--- config.mk ---
export PLATFORM = sky130hd
export DESIGN_NAME = first_fit_free_list_allocator
export DESIGN_NICKNAME = d
export VERILOG_FILES = /design/src/sv/ffa_pkg.sv /design/src/sv/ffa_cell.sv /design/src/sv/first_fit_free_list_allocator.sv
export SDC_FILE = /design/constraint.sdc
export NUM_CORES = 2
export LEC_CHECK = 0
export ABC_AREA = 1
export BUFFER_PORTS_ARGS = -buffer_cell sky130_fd_sc_hd__buf_2
export CAP_MARGIN = 25
export CORE_UTILIZATION = 44
export DETAILED_ROUTE_END_ITERATION = 10
export HOLD_SLACK_MARGIN = 0.08
export PLACE_DENSITY = 0.73
export SETUP_SLACK_MARGIN = 0.3
export SKIP_CTS_REPAIR_TIMING = 1
export SKIP_LAST_GASP = 1
export SLEW_MARGIN = 20
export SYNTH_ARGS = -nofsm -noshare
export SYNTH_HDL_FRONTEND = slang
export SYNTH_SLANG_ARGS = --single-unit
--- constraint.sdc ---
create_clock -name clk -period 22.3 [get_ports clk]
set_input_delay 3.345 -clock clk [delete_from_list [all_inputs] [get_ports clk]]
set_output_delay 3.345 -clock clk [all_outputs]
set_load 0.05 [all_outputs]
--- src/sv/ffa_pkg.sv ---
// shared types and constants of the first-fit free list allocator
package ffa_pkg;

	localparam int DATA_W  = 32;
	localparam int MIN_W   = 13;
	localparam int PADDR_W = 3;

	localparam logic [MIN_W-1:0] MIN_BLOCK_RESET = 13'd16;
	// word index of the min_block_bytes register (paddr[2])
	localparam logic REG_MIN_BLOCK = 1'b0;

	typedef enum logic [0:0] {
		CMD_ALLOC = 1'b0,
		CMD_FREE  = 1'b1
	} cmd_e;

	typedef enum logic [1:0] {
		ST_OK        = 2'd0,
		ST_NO_FIT    = 2'd1,
		ST_TOO_SMALL = 2'd2,
		ST_FULL      = 2'd3
	} status_e;

	typedef enum logic [1:0] {
		S_IDLE,
		S_SCAN,
		S_FINISH
	} state_e;

	// what every cell of the ring does in one cycle
	typedef enum logic [1:0] {
		CHAIN_HOLD,
		CHAIN_PUSH,
		CHAIN_PULL,
		CHAIN_ROTATE
	} chain_op_e;

	typedef struct packed {
		chain_op_e op;
		logic      tail;
	} cell_ctl_t;

	typedef struct packed {
		cmd_e              cmd;
		logic [DATA_W-1:0] req_size;
		logic [DATA_W-1:0] block_addr;
	} req_t;

	typedef struct packed {
		logic [DATA_W-1:0] result_addr;
		status_e           status;
	} resp_t;

endpackage

--- src/sv/ffa_cell.sv ---
// one entry of the free list ring: base and size, loaded from a neighbor
module ffa_cell
	import ffa_pkg::*;
#(
	parameter int AW = 32
) (
	input  logic              clk,
	input  cell_ctl_t         ctl,
	input  logic [AW-1:0]     left_base,
	input  logic [DATA_W-1:0] left_size,
	input  logic [AW-1:0]     right_base,
	input  logic [DATA_W-1:0] right_size,
	input  logic [AW-1:0]     wrap_base,
	input  logic [DATA_W-1:0] wrap_size,
	output logic [AW-1:0]     base,
	output logic [DATA_W-1:0] size
);

	logic [AW-1:0]     base_q;
	logic [DATA_W-1:0] size_q;

	always_ff @(posedge clk) begin
		unique case (ctl.op)
			CHAIN_HOLD: begin
			end
			CHAIN_PUSH: begin
				base_q <= left_base;
				size_q <= left_size;
			end
			CHAIN_PULL: begin
				base_q <= right_base;
				size_q <= right_size;
			end
			CHAIN_ROTATE: begin
				// the last live cell closes the ring
				if (ctl.tail) begin
					base_q <= wrap_base;
					size_q <= wrap_size;
				end else begin
					base_q <= right_base;
					size_q <= right_size;
				end
			end
			default: begin
			end
		endcase
	end

	assign base = base_q;
	assign size = size_q;

endmodule

--- src/sv/first_fit_free_list_allocator.sv ---
// first-fit free list allocator: ring of entry cells inspected at cell zero
// free: accepted in idle; the finish state registers the result once the output can take it
// allocate: ring rotates one entry per cycle past cell zero until every entry has passed,
//   then the finish state registers the result once the output can take it
// result sits in an output register, a new request is taken while it waits
// arst_n clears the list count, control state and min_block_bytes (16); entries are not cleared
module first_fit_free_list_allocator
	import ffa_pkg::*;
#(
	parameter int MAX_FREE_BLOCKS = 16,
	parameter int ADDR_BITS       = 32
) (
	input  logic               clk,
	input  logic               arst_n,
	// request channel
	input  logic               req_valid,
	output logic               req_stall,
	input  req_t               req_data,
	// response channel
	output logic               resp_valid,
	input  logic               resp_stall,
	output resp_t              resp_data,
	// register port
	input  logic               psel,
	input  logic               penable,
	input  logic               pwrite,
	input  logic [PADDR_W-1:0] paddr,
	input  logic [DATA_W-1:0]  pwdata,
	output logic [DATA_W-1:0]  prdata,
	output logic               pready
);

	localparam int N     = MAX_FREE_BLOCKS;
	localparam int AW    = ADDR_BITS;
	localparam int CW    = $clog2(N + 1);
	// width for the tail address sum, wide enough for both operands
	localparam int SUM_W = (AW > DATA_W) ? AW : DATA_W;
	localparam logic [SUM_W-1:0] ADDR_MASK = {SUM_W{1'b1}} >> (SUM_W - AW);
	localparam logic [CW-1:0]    FULL_COUNT = CW'(N);

	// ---------------- register port ----------------
	logic [MIN_W-1:0] min_q;
	logic             cfg_wr;

	assign pready = 1'b1;
	assign cfg_wr = psel & penable & pwrite & pready;

	always_ff @(posedge clk or negedge arst_n) begin
		if (!arst_n) begin
			min_q <= MIN_BLOCK_RESET;
		end else if (cfg_wr && paddr[2] == REG_MIN_BLOCK) begin
			min_q <= pwdata[MIN_W-1:0];
		end
	end

	assign prdata = (paddr[2] == REG_MIN_BLOCK) ? {{(DATA_W-MIN_W){1'b0}}, min_q} : '0;

	// ---------------- control state ----------------
	state_e  state_q, state_d;
	logic [CW-1:0] count_q;
	logic [CW-1:0] rot_q;      // entries rotated past cell zero so far
	logic          found_q;    // a block was taken during this scan

	// request held for the scan
	logic [DATA_W-1:0] req_size_q;
	logic [DATA_W:0]   need_q;  // request plus the split leftover, 33 bits

	// pending result
	status_e           res_status_q;
	logic [AW-1:0]     res_base_q;
	logic [DATA_W-1:0] res_off_q;
	logic              res_split_q;

	logic resp_valid_q;
	resp_t resp_q;

	// ---------------- cell ring ----------------
	logic [AW-1:0]     base_w [N];
	logic [DATA_W-1:0] size_w [N];
	cell_ctl_t         ctl_w  [N];
	chain_op_e         chain_op;
	logic [DATA_W-1:0] wrap_size;

	logic req_acc;
	logic is_free;
	logic too_small;
	logic list_full;
	logic scan_live;   // cell zero holds an entry not yet looked at
	logic hit_exact;
	logic hit_split;
	logic load_resp;
	logic [DATA_W-1:0] split_size;

	assign req_stall = (state_q != S_IDLE);
	assign req_acc   = req_valid & ~req_stall;
	assign is_free   = (req_data.cmd == CMD_FREE);
	assign too_small = (req_data.req_size < {{(DATA_W-MIN_W){1'b0}}, min_q});
	assign list_full = (count_q == FULL_COUNT);

	// first fit test on the entry now at cell zero; exact match wins over split
	assign scan_live  = (state_q == S_SCAN) && (rot_q != count_q) && !found_q;
	assign hit_exact  = scan_live && (size_w[0] == req_size_q);
	assign hit_split  = scan_live && !hit_exact && ({1'b0, size_w[0]} >= need_q);
	assign split_size = size_w[0] - req_size_q;
	assign wrap_size  = hit_split ? split_size : size_w[0];

	assign load_resp = (state_q == S_FINISH) && (!resp_valid_q || !resp_stall);

	always_ff @(posedge clk or negedge arst_n) begin
		if (!arst_n) begin
			state_q <= S_IDLE;
		end else begin
			state_q <= state_d;
		end
	end

	// next state and ring command
	always_comb begin
		state_d  = state_q;
		chain_op = CHAIN_HOLD;
		unique case (state_q)
			S_IDLE: begin
				if (req_acc) begin
					if (is_free) begin
						state_d = S_FINISH;
						if (!too_small && !list_full) begin
							chain_op = CHAIN_PUSH;
						end
					end else begin
						state_d = S_SCAN;
					end
				end
			end
			S_SCAN: begin
				// rotating count entries brings the list back to its order
				if (rot_q == count_q) begin
					state_d = S_FINISH;
				end else if (hit_exact) begin
					chain_op = CHAIN_PULL;
				end else begin
					chain_op = CHAIN_ROTATE;
				end
			end
			S_FINISH: begin
				if (load_resp) begin
					state_d = S_IDLE;
				end
			end
			default: begin
				state_d = S_IDLE;
			end
		endcase
	end

	always_ff @(posedge clk or negedge arst_n) begin
		if (!arst_n) begin
			count_q <= '0;
			rot_q   <= '0;
			found_q <= 1'b0;
		end else begin
			if (state_q == S_IDLE) begin
				rot_q   <= '0;
				found_q <= 1'b0;
			end else if (chain_op == CHAIN_ROTATE) begin
				rot_q <= rot_q + 1'b1;
			end
			if (hit_exact || hit_split) begin
				found_q <= 1'b1;
			end
			if (chain_op == CHAIN_PUSH) begin
				count_q <= count_q + 1'b1;
			end else if (chain_op == CHAIN_PULL) begin
				count_q <= count_q - 1'b1;
			end
		end
	end

	// request and pending result payload
	always_ff @(posedge clk) begin
		if (req_acc) begin
			req_size_q  <= req_data.req_size;
			need_q      <= {1'b0, req_data.req_size} +
				{{(DATA_W+1-MIN_W){1'b0}}, min_q};
			res_split_q <= 1'b0;
			if (!is_free) begin
				res_status_q <= ST_NO_FIT;
			end else if (too_small) begin
				res_status_q <= ST_TOO_SMALL;
			end else if (list_full) begin
				res_status_q <= ST_FULL;
			end else begin
				res_status_q <= ST_OK;
			end
		end
		if (hit_exact) begin
			res_status_q <= ST_OK;
			res_base_q   <= base_w[0];
		end
		if (hit_split) begin
			res_status_q <= ST_OK;
			res_base_q   <= base_w[0];
			res_off_q    <= split_size;
			res_split_q  <= 1'b1;
		end
	end

	// result register; a tail address wraps at the address width
	logic [SUM_W-1:0]  tail_sum;
	logic [DATA_W-1:0] res_addr;

	assign tail_sum = (SUM_W'(res_base_q) + SUM_W'(res_off_q)) & ADDR_MASK;

	always_comb begin
		if (!found_q) begin
			res_addr = '0;
		end else if (res_split_q) begin
			res_addr = DATA_W'(tail_sum);
		end else begin
			res_addr = DATA_W'(res_base_q);
		end
	end

	always_ff @(posedge clk or negedge arst_n) begin
		if (!arst_n) begin
			resp_valid_q <= 1'b0;
		end else if (load_resp) begin
			resp_valid_q <= 1'b1;
		end else if (!resp_stall) begin
			resp_valid_q <= 1'b0;
		end
	end

	always_ff @(posedge clk) begin
		if (load_resp) begin
			resp_q.result_addr <= res_addr;
			resp_q.status      <= res_status_q;
		end
	end

	assign resp_valid = resp_valid_q;
	assign resp_data  = resp_q;

	// ring of cells: push enters at cell zero, pull shifts toward cell zero,
	// rotate sends cell zero (shrunk on a split) to the last live cell
	for (genvar i = 0; i < N; i++) begin : g_cell
		logic [AW-1:0]     lb;
		logic [DATA_W-1:0] ls;
		logic [AW-1:0]     rb;
		logic [DATA_W-1:0] rs;

		if (i == 0) begin : g_head
			assign lb = AW'(req_data.block_addr);
			assign ls = req_data.req_size;
		end else begin : g_body
			assign lb = base_w[i-1];
			assign ls = size_w[i-1];
		end

		if (i == N - 1) begin : g_end
			assign rb = base_w[0];
			assign rs = size_w[0];
		end else begin : g_mid
			assign rb = base_w[i+1];
			assign rs = size_w[i+1];
		end

		assign ctl_w[i].op   = chain_op;
		assign ctl_w[i].tail = (count_q == CW'(i + 1));

		ffa_cell #(
			.AW (AW)
		) u_cell (
			.clk        (clk),
			.ctl        (ctl_w[i]),
			.left_base  (lb),
			.left_size  (ls),
			.right_base (rb),
			.right_size (rs),
			.wrap_base  (base_w[0]),
			.wrap_size  (wrap_size),
			.base       (base_w[i]),
			.size       (size_w[i])
		);
	end

`ifndef SYNTHESIS
	// list never holds more entries than cells
	assert property (@(posedge clk) disable iff (!arst_n)
		count_q <= FULL_COUNT)
		else $error("free list count beyond capacity");

	// the scan never rotates past the live part of the ring
	assert property (@(posedge clk) disable iff (!arst_n)
		(state_q == S_SCAN) |-> (rot_q <= count_q))
		else $error("scan rotation beyond list length");

	// the list only grows on an accepted free
	assert property (@(posedge clk) disable iff (!arst_n)
		(chain_op == CHAIN_PUSH) |-> (state_q == S_IDLE && req_acc && is_free))
		else $error("push outside an accepted free");

	// a failed request never returns an address
	assert property (@(posedge clk) disable iff (!arst_n)
		(resp_valid && resp_data.status != ST_OK) |-> (resp_data.result_addr == '0))
		else $error("address returned with failure status");
`endif

endmodule

== Yosys cells after proc, flatten, opt, wreduce, memory -nomap -nowiden ==
Cells that the tools add are included.
Cells by class
  add/subtract/negate cells: 6
  equal/unequal tests: 29
  multiplexer cells: 90
  magnitude comparators: 2
  reductions and logical operators: 28
  bitwise logic cells: 5
Operators by type and width (number)
  case mux 32 bit (3 select lines): 31
  two-way mux 32 bit: 35
  case mux 32 bit (2 select lines): 1
  equality test 5 x 4 -> 1 bit, second input constant: 8
  adder 32 x 13 -> 33 bit: 1
  greater-or-equal comparator 32 x 33 -> 1 bit: 1
  adder 32 bit: 1
  equality test 32 bit: 1
  < comparator 32 x 13 -> 1 bit: 1
  subtractor 32 bit: 1
  equality test 5 x 3 -> 1 bit, second input constant: 4
  two-way mux 5 bit: 4
  two-way mux 2 bit: 8
  two-way mux 13 bit: 1
  nonzero test 2 bit: 6
  adder 5 x 1 -> 5 bit, second input constant: 2
  equality test 5 x 2 -> 1 bit, second input constant: 2
  logical AND 1 bit: 8
  two-way mux 1 bit: 8
  equality test 2 bit, second input constant: 3
  logical NOT 1 bit: 6
  != test 2 bit, second input constant: 3
  case mux 2 bit (3 select lines): 1
  equality test 5 x 1 -> 1 bit, second input constant: 1
  other kinds (15): 22
Storage, ports and cells
  register bits: 1217
  input port bits: 107
  output and inout port bits: 69
  word-level logic and storage cells: 206

== Longest topological paths before layout ==
  word-level depth: 10
  depth in mapped cells: 21
  depth with buffers taken out: 19

== Hierarchy ==
A second synthesis with hierarchy kept.
Unflattened totals
  cell total of the unflattened synthesis: 13856
  area total of the unflattened synthesis: 93098.0 um2
By module, submodules not included
  ffa_cell: instances 16, cells each 741, area an instance 4898.4 um2, sequential area each 1921.8 um2
  first_fit_free_list_allocator: instances 1, cells each 2000, area an instance 14722.9 um2, sequential area each 5631.7 um2

== Worst setup path before layout ==
No wires, ideal clock.
  kind: input-to-reg
  from: input req_data[35] in the netlist's numbering
  to: register g_cell[0].u_cell.base_q[0] (enable)
  slack: -5.161 ns
  arrival time: 27.063 ns
  stages: 13
  setup time: 0.398 ns
  required time: 21.902 ns
  path buffers: 0
  cells stage by stage: ha_1 nand2_1 o21ai_0 nor3b_1 o21ai_0 nand3b_1 nand3_1 nand2_1 inv_1 ha_1 inv_1 o21ai_0 inv_1
Between the ends
  cells in the longest elaborated chain, start to end: 10
  elaborated cells on any way between the ends: 13
  those cells by class: order compare (1); eq/ne (4); mux (4); reduce/logical (4)
RTL lines
  start, declared: RTL line first_fit_free_list_allocator.sv:18  | input req_t req_data,
  < comparator 32 x 13 -> 1 bit *: RTL line first_fit_free_list_allocator.sv:97  | assign too_small = (req_data.req_size < {{(DATA_W-MIN_W){1'b0}}, min_q});
  logical NOT 1 bit *: RTL line first_fit_free_list_allocator.sv:126  | if (!too_small && !list_full) begin
  logical AND 1 bit *: RTL line first_fit_free_list_allocator.sv:126
  two-way mux 1 bit *: RTL line first_fit_free_list_allocator.sv:126
  two-way mux 1 bit *: RTL line first_fit_free_list_allocator.sv:124  | if (is_free) begin
  two-way mux 1 bit *: RTL line first_fit_free_list_allocator.sv:123  | if (req_acc) begin
  case mux 2 bit (2 select lines) *: RTL line first_fit_free_list_allocator.sv:121  | unique case (state_q)
  equality test 2 bit or equality test 2 x 1 -> 1 bit (tied branches): RTL line ffa_cell.sv:23  | unique case (ctl.op)
  != test 2 bit (no line) or nonzero test 3 bit (tied branches)
  AND reduction 2 bit (no line) *
  end signal, assigned: RTL line ffa_cell.sv:27  | base_q <= left_base;
  end signal, assigned: RTL line ffa_cell.sv:31  | base_q <= right_base;
  end signal, assigned: RTL line ffa_cell.sv:37  | base_q <= wrap_base;
  end, declared: RTL line ffa_cell.sv:19  | logic [AW-1:0] base_q;
Every way passes the cells marked *; elsewhere a longest branch is shown, timed or not.
A chain may end at the register's enable or synchronous reset.

== Final worst setup path ==
  from: input req_data[35] in the netlist's numbering
  to: register g_cell[2].u_cell.size_q[5], data pin
Between the ends
  cells in the longest elaborated chain, start to end: 9
  elaborated cells on any way between the ends: 11
  those cells by class: order compare (1); eq/ne (3); mux (5); reduce/logical (2)
RTL lines
  < comparator 32 x 13 -> 1 bit *: RTL line first_fit_free_list_allocator.sv:97
  logical NOT 1 bit *: RTL line first_fit_free_list_allocator.sv:126
  logical AND 1 bit *: RTL line first_fit_free_list_allocator.sv:126
  two-way mux 1 bit *: RTL line first_fit_free_list_allocator.sv:126
  two-way mux 1 bit *: RTL line first_fit_free_list_allocator.sv:124
  two-way mux 1 bit *: RTL line first_fit_free_list_allocator.sv:123
  case mux 2 bit (2 select lines) *: RTL line first_fit_free_list_allocator.sv:121
  equality test 2 bit or equality test 2 x 1 -> 1 bit (tied branches): RTL line ffa_cell.sv:23
  case mux 32 bit (3 select lines) *: RTL line ffa_cell.sv:23
  end signal, assigned: RTL line ffa_cell.sv:28  | size_q <= left_size;
  end signal, assigned: RTL line ffa_cell.sv:32  | size_q <= right_size;
  end signal, assigned: RTL line ffa_cell.sv:38  | size_q <= wrap_size;
  end, declared: RTL line ffa_cell.sv:20  | logic [DATA_W-1:0] size_q;
Marks and branches as above.

==> flow_metrics.env <==
export IMPL_status="finished clean"
export IMPL_final_common_cell="edfxtp_1"
export IMPL_cp_slowest_cell="buf_4"
export IMPL_hold_path_end="resp_data[0]$_DFFE_PP_"
export IMPL_netlist_area_mm2=0.0703
export IMPL_grt_overflow_total=0
export IMPL_p_leak_nw=30.3
export IMPL_start_util_pct=44.4
export IMPL_numCtsBuffers=135
export IMPL_max_stage_delay_ps=920
export IMPL_clock_path_buffers=3
export IMPL_ys_seq_area_share_pct=51.7
export IMPL_regToRegSetupSlack_ps=14280
export IMPL_ys_flop_type="edfxtp_1"
export IMPL_place_area_mm2=0.0723
export IMPL_synth_edf_count=1187
export IMPL_wl_mm=237
export IMPL_ys_types=53
export IMPL_root_buffer="clkbuf_16"
export IMPL_grt_setup_unrepaired="no"
export IMPL_syn_inst=8283
export IMPL_fin_nets=8316
export IMPL_cts_sinks=1217
export IMPL_fin_cells=10300
export IMPL_drv_slew=0
export IMPL_ys_warn_count=0
export IMPL_crit_reg2reg_launch="count_q[0]$_DFFE_PN0P_"
export IMPL_grt_max_degree=264
export IMPL_crit_chain="buf_2 -> ha_1 -> a21oi_1 -> o21ai_0 -> nor3b_1 -> o21ai_0 -> nand3b_1 -> nand3_1 -> nand2_1 -> inv_1 -> ha_4 -> buf_4 -> buf_4 -> inv_8 -> buf_4 -> a21oi_1 -> nor2_1 -> a22oi_1"
export IMPL_cts_tree="yes"
export IMPL_cp_depth=18
export IMPL_relSlewSlack_pct=17.4
export IMPL_hold_depth=0
export IMPL_cp_num_buf_inv=6
export IMPL_h_tree_depth=4
export IMPL_vias_per_cell=6.02
export IMPL_crit_arrival_ps=10160
export IMPL_die_h_um=402
export IMPL_fp_coreArea_mm2=0.159
export IMPL_setup_ws_ps=12730
export IMPL_clock_skew_ps=41.2
export IMPL_grt_first_pass_wirelength_mm=351
export IMPL_drive_gt1_share_pct=6.36
export IMPL_clk_pin_slew_ps=60
export IMPL_die_area_mm2=0.161
export IMPL_max_clock_freq_mhz=105
export IMPL_die_w_um=402
export IMPL_fp_row_count=146
export IMPL_fin_setup_tns_ps=0
export IMPL_ant_nets=0
export IMPL_critPathTopFamily="buffers and inverters"
export IMPL_cp_required_ps=22890
export IMPL_finalHoldViolations=0
export IMPL_fin_util_pct=48.3
export IMPL_vias=61700
export IMPL_dp_hpwl_mm=138
export IMPL_endpoint_kind="flop"
export IMPL_dpl_worst_slack_ps=12300
export IMPL_groute_usage_overall_pct=28.5
export IMPL_setup_viol=0
export IMPL_reg2reg_to="g_cell[2].u_cell.size[5]$_DFFE_PP_"
export IMPL_tightest_slew_ps=1240
export IMPL_io_pins=176
export IMPL_critical_path_class="in -> reg"
export IMPL_portBuffers=134
export IMPL_synthArstFlopShare_pct=2.22
export IMPL_mostFrequentLayoutCells="edfxtp_1 (1187), inv_1 (1173), nand2_1 (1167), nor2_1 (874), a21oi_1 (721)"
export IMPL_grt_pass1_vias=57300
export IMPL_clk_latency_ps=790
export IMPL_hold_path_class="reg -> reg"
export IMPL_r2r_cells=18
export IMPL_cpMostUsedCell="buf_4"
export IMPL_placed_cells=10000
export IMPL_crit_fanout=108
export IMPL_worst_hold_startpoint="res_status_q[0]$_SDFFE_PP0P_"
export IMPL_syn_to_final_growth_pct=8.95
export IMPL_drt_initial_drc_count=9945
export IMPL_post_route_period_util_pct=42.9
export IMPL_routedWlPerCell_um=23.1
export IMPL_fin_area_mm2=0.0766
export IMPL_ys_ff_latch=1217
export IMPL_power_density_mw_per_mm2=172
export IMPL_first_pass_iters=9
export IMPL_cap_violations=0
export IMPL_start_kind="input port"
export IMPL_worst_ir_drop_vdd_v=0.000229
export IMPL_min_period_ps=9570
export IMPL_antenna_found_initial=3
export IMPL_drc=0
export IMPL_gp_congestion=0.942
export IMPL_avgSynthCellArea_um2=8.49
cell type report:
type | count | area (um^2)
antenna | 5 | 12.5
clock buffer | 185 | 3680
clock inverter | 56 | 492
fill | 14700 | 81900
inverter | 1201 | 4530
multi-input combinational | 5271 | 27200
sequential | 1217 | 36400
tap | 2072 | 2590
timing repair buffer | 249 | 1760
through the flow:
step	hold WS [ps]	power (W)
finish	436	0.0131
global placement	417	0.0106
global route	439	0.0138
floorplan	403	0.00956
detailed placement	420	0.0108
CTS	434	0.0129
cell usage after synthesis, drive strengths merged (6+ instances only):
master,n,share of area (%)
nand2,1190,6.4
clkbuf,476,2.5
buf,136,1.1
dfrtp,26,0.93
a22oi,319,3.4
o21a,149,1.6
xnor2,18,0.22
ha,131,2.3
a21oi,722,5.1
nand3b,11,0.14
o21bai,10,0.11
o21ai,689,4.9
nand3,584,4.2
xor2,48,0.60
a21o,8,0.085
nand4,25,0.22
o22ai,374,3.3
nor2,906,4.8
edfxtp,1187,51
nor3,19,0.14
nor4,8,0.071
inv,1199,6.4
and2,7,0.062
a31oi,6,0.053
routing by layer:
layer  vias to the layer above  track usage [%]  wire length (um)
met5                         -                0                12
met4                         2             17.7             17000
met3                       763             6.18             31400
met2                      4095             41.9            100000
met1                     29000             38.3             88400
li1                      27900                -                 -
worst max-delay path by stage:
stage | startpoint | to | slack, ps
4_1_cts | req_data[35] | g_cell[5].u_cell.size[18]$_DFFE_PP_ | 13060
5_1_grt | req_data[35] | g_cell[5].u_cell.size[18]$_DFFE_PP_ | 12620
6_report | req_data[35] | g_cell[2].u_cell.size[5]$_DFFE_PP_ | 12730
3_5_place_dp | req_data[35] | g_cell[5].u_cell.size[18]$_DFFE_PP_ | 12300
3_3_place_gp | req_data[35] | g_cell[7].u_cell.size[18]$_DFFE_PP_ | 12410
2_1_floorplan | req_data[35] | g_cell[0].u_cell.size[0]$_DFFE_PP_ | 2320
flip-flops by register name, indices dropped and copies added (netlist names):
register	cells
rot_q	5
res_split_q	1
min_q	13
found_q	1
resp_data	34
g_cell.u_cell.base	512
need_q	33
res_base_q	32
res_status_q	2
count_q	5
res_off_q	32
g_cell.u_cell.size	512
req_size_q	32
resp_valid	1
state_q	2
where the power goes:
| group | switching (W) | internal [W] | total (W) |
|---|---|---|---|
| sequential | 0.000549 | 0.00446 | 0.00501 |
| combinational | 0.00437 | 0.00159 | 0.00595 |
| clock | 0.000975 | 0.00120 | 0.00218 |
cells by family after synthesis:
| kind of cell | share of synthesized area, % |
|---|---|
| flip-flops | 51.7 |
| AO/OA/AOI/OAI | 18.8 |
| XOR/XNOR | 0.822 |
| other | 0.0107 |
| AND/OR/NAND/NOR | 16.2 |
| adder cells (fa/ha/maj) | 2.42 |
| buffers and inverters | 10.0 |
No activity file was read; power rests on OpenSTA's default activity.
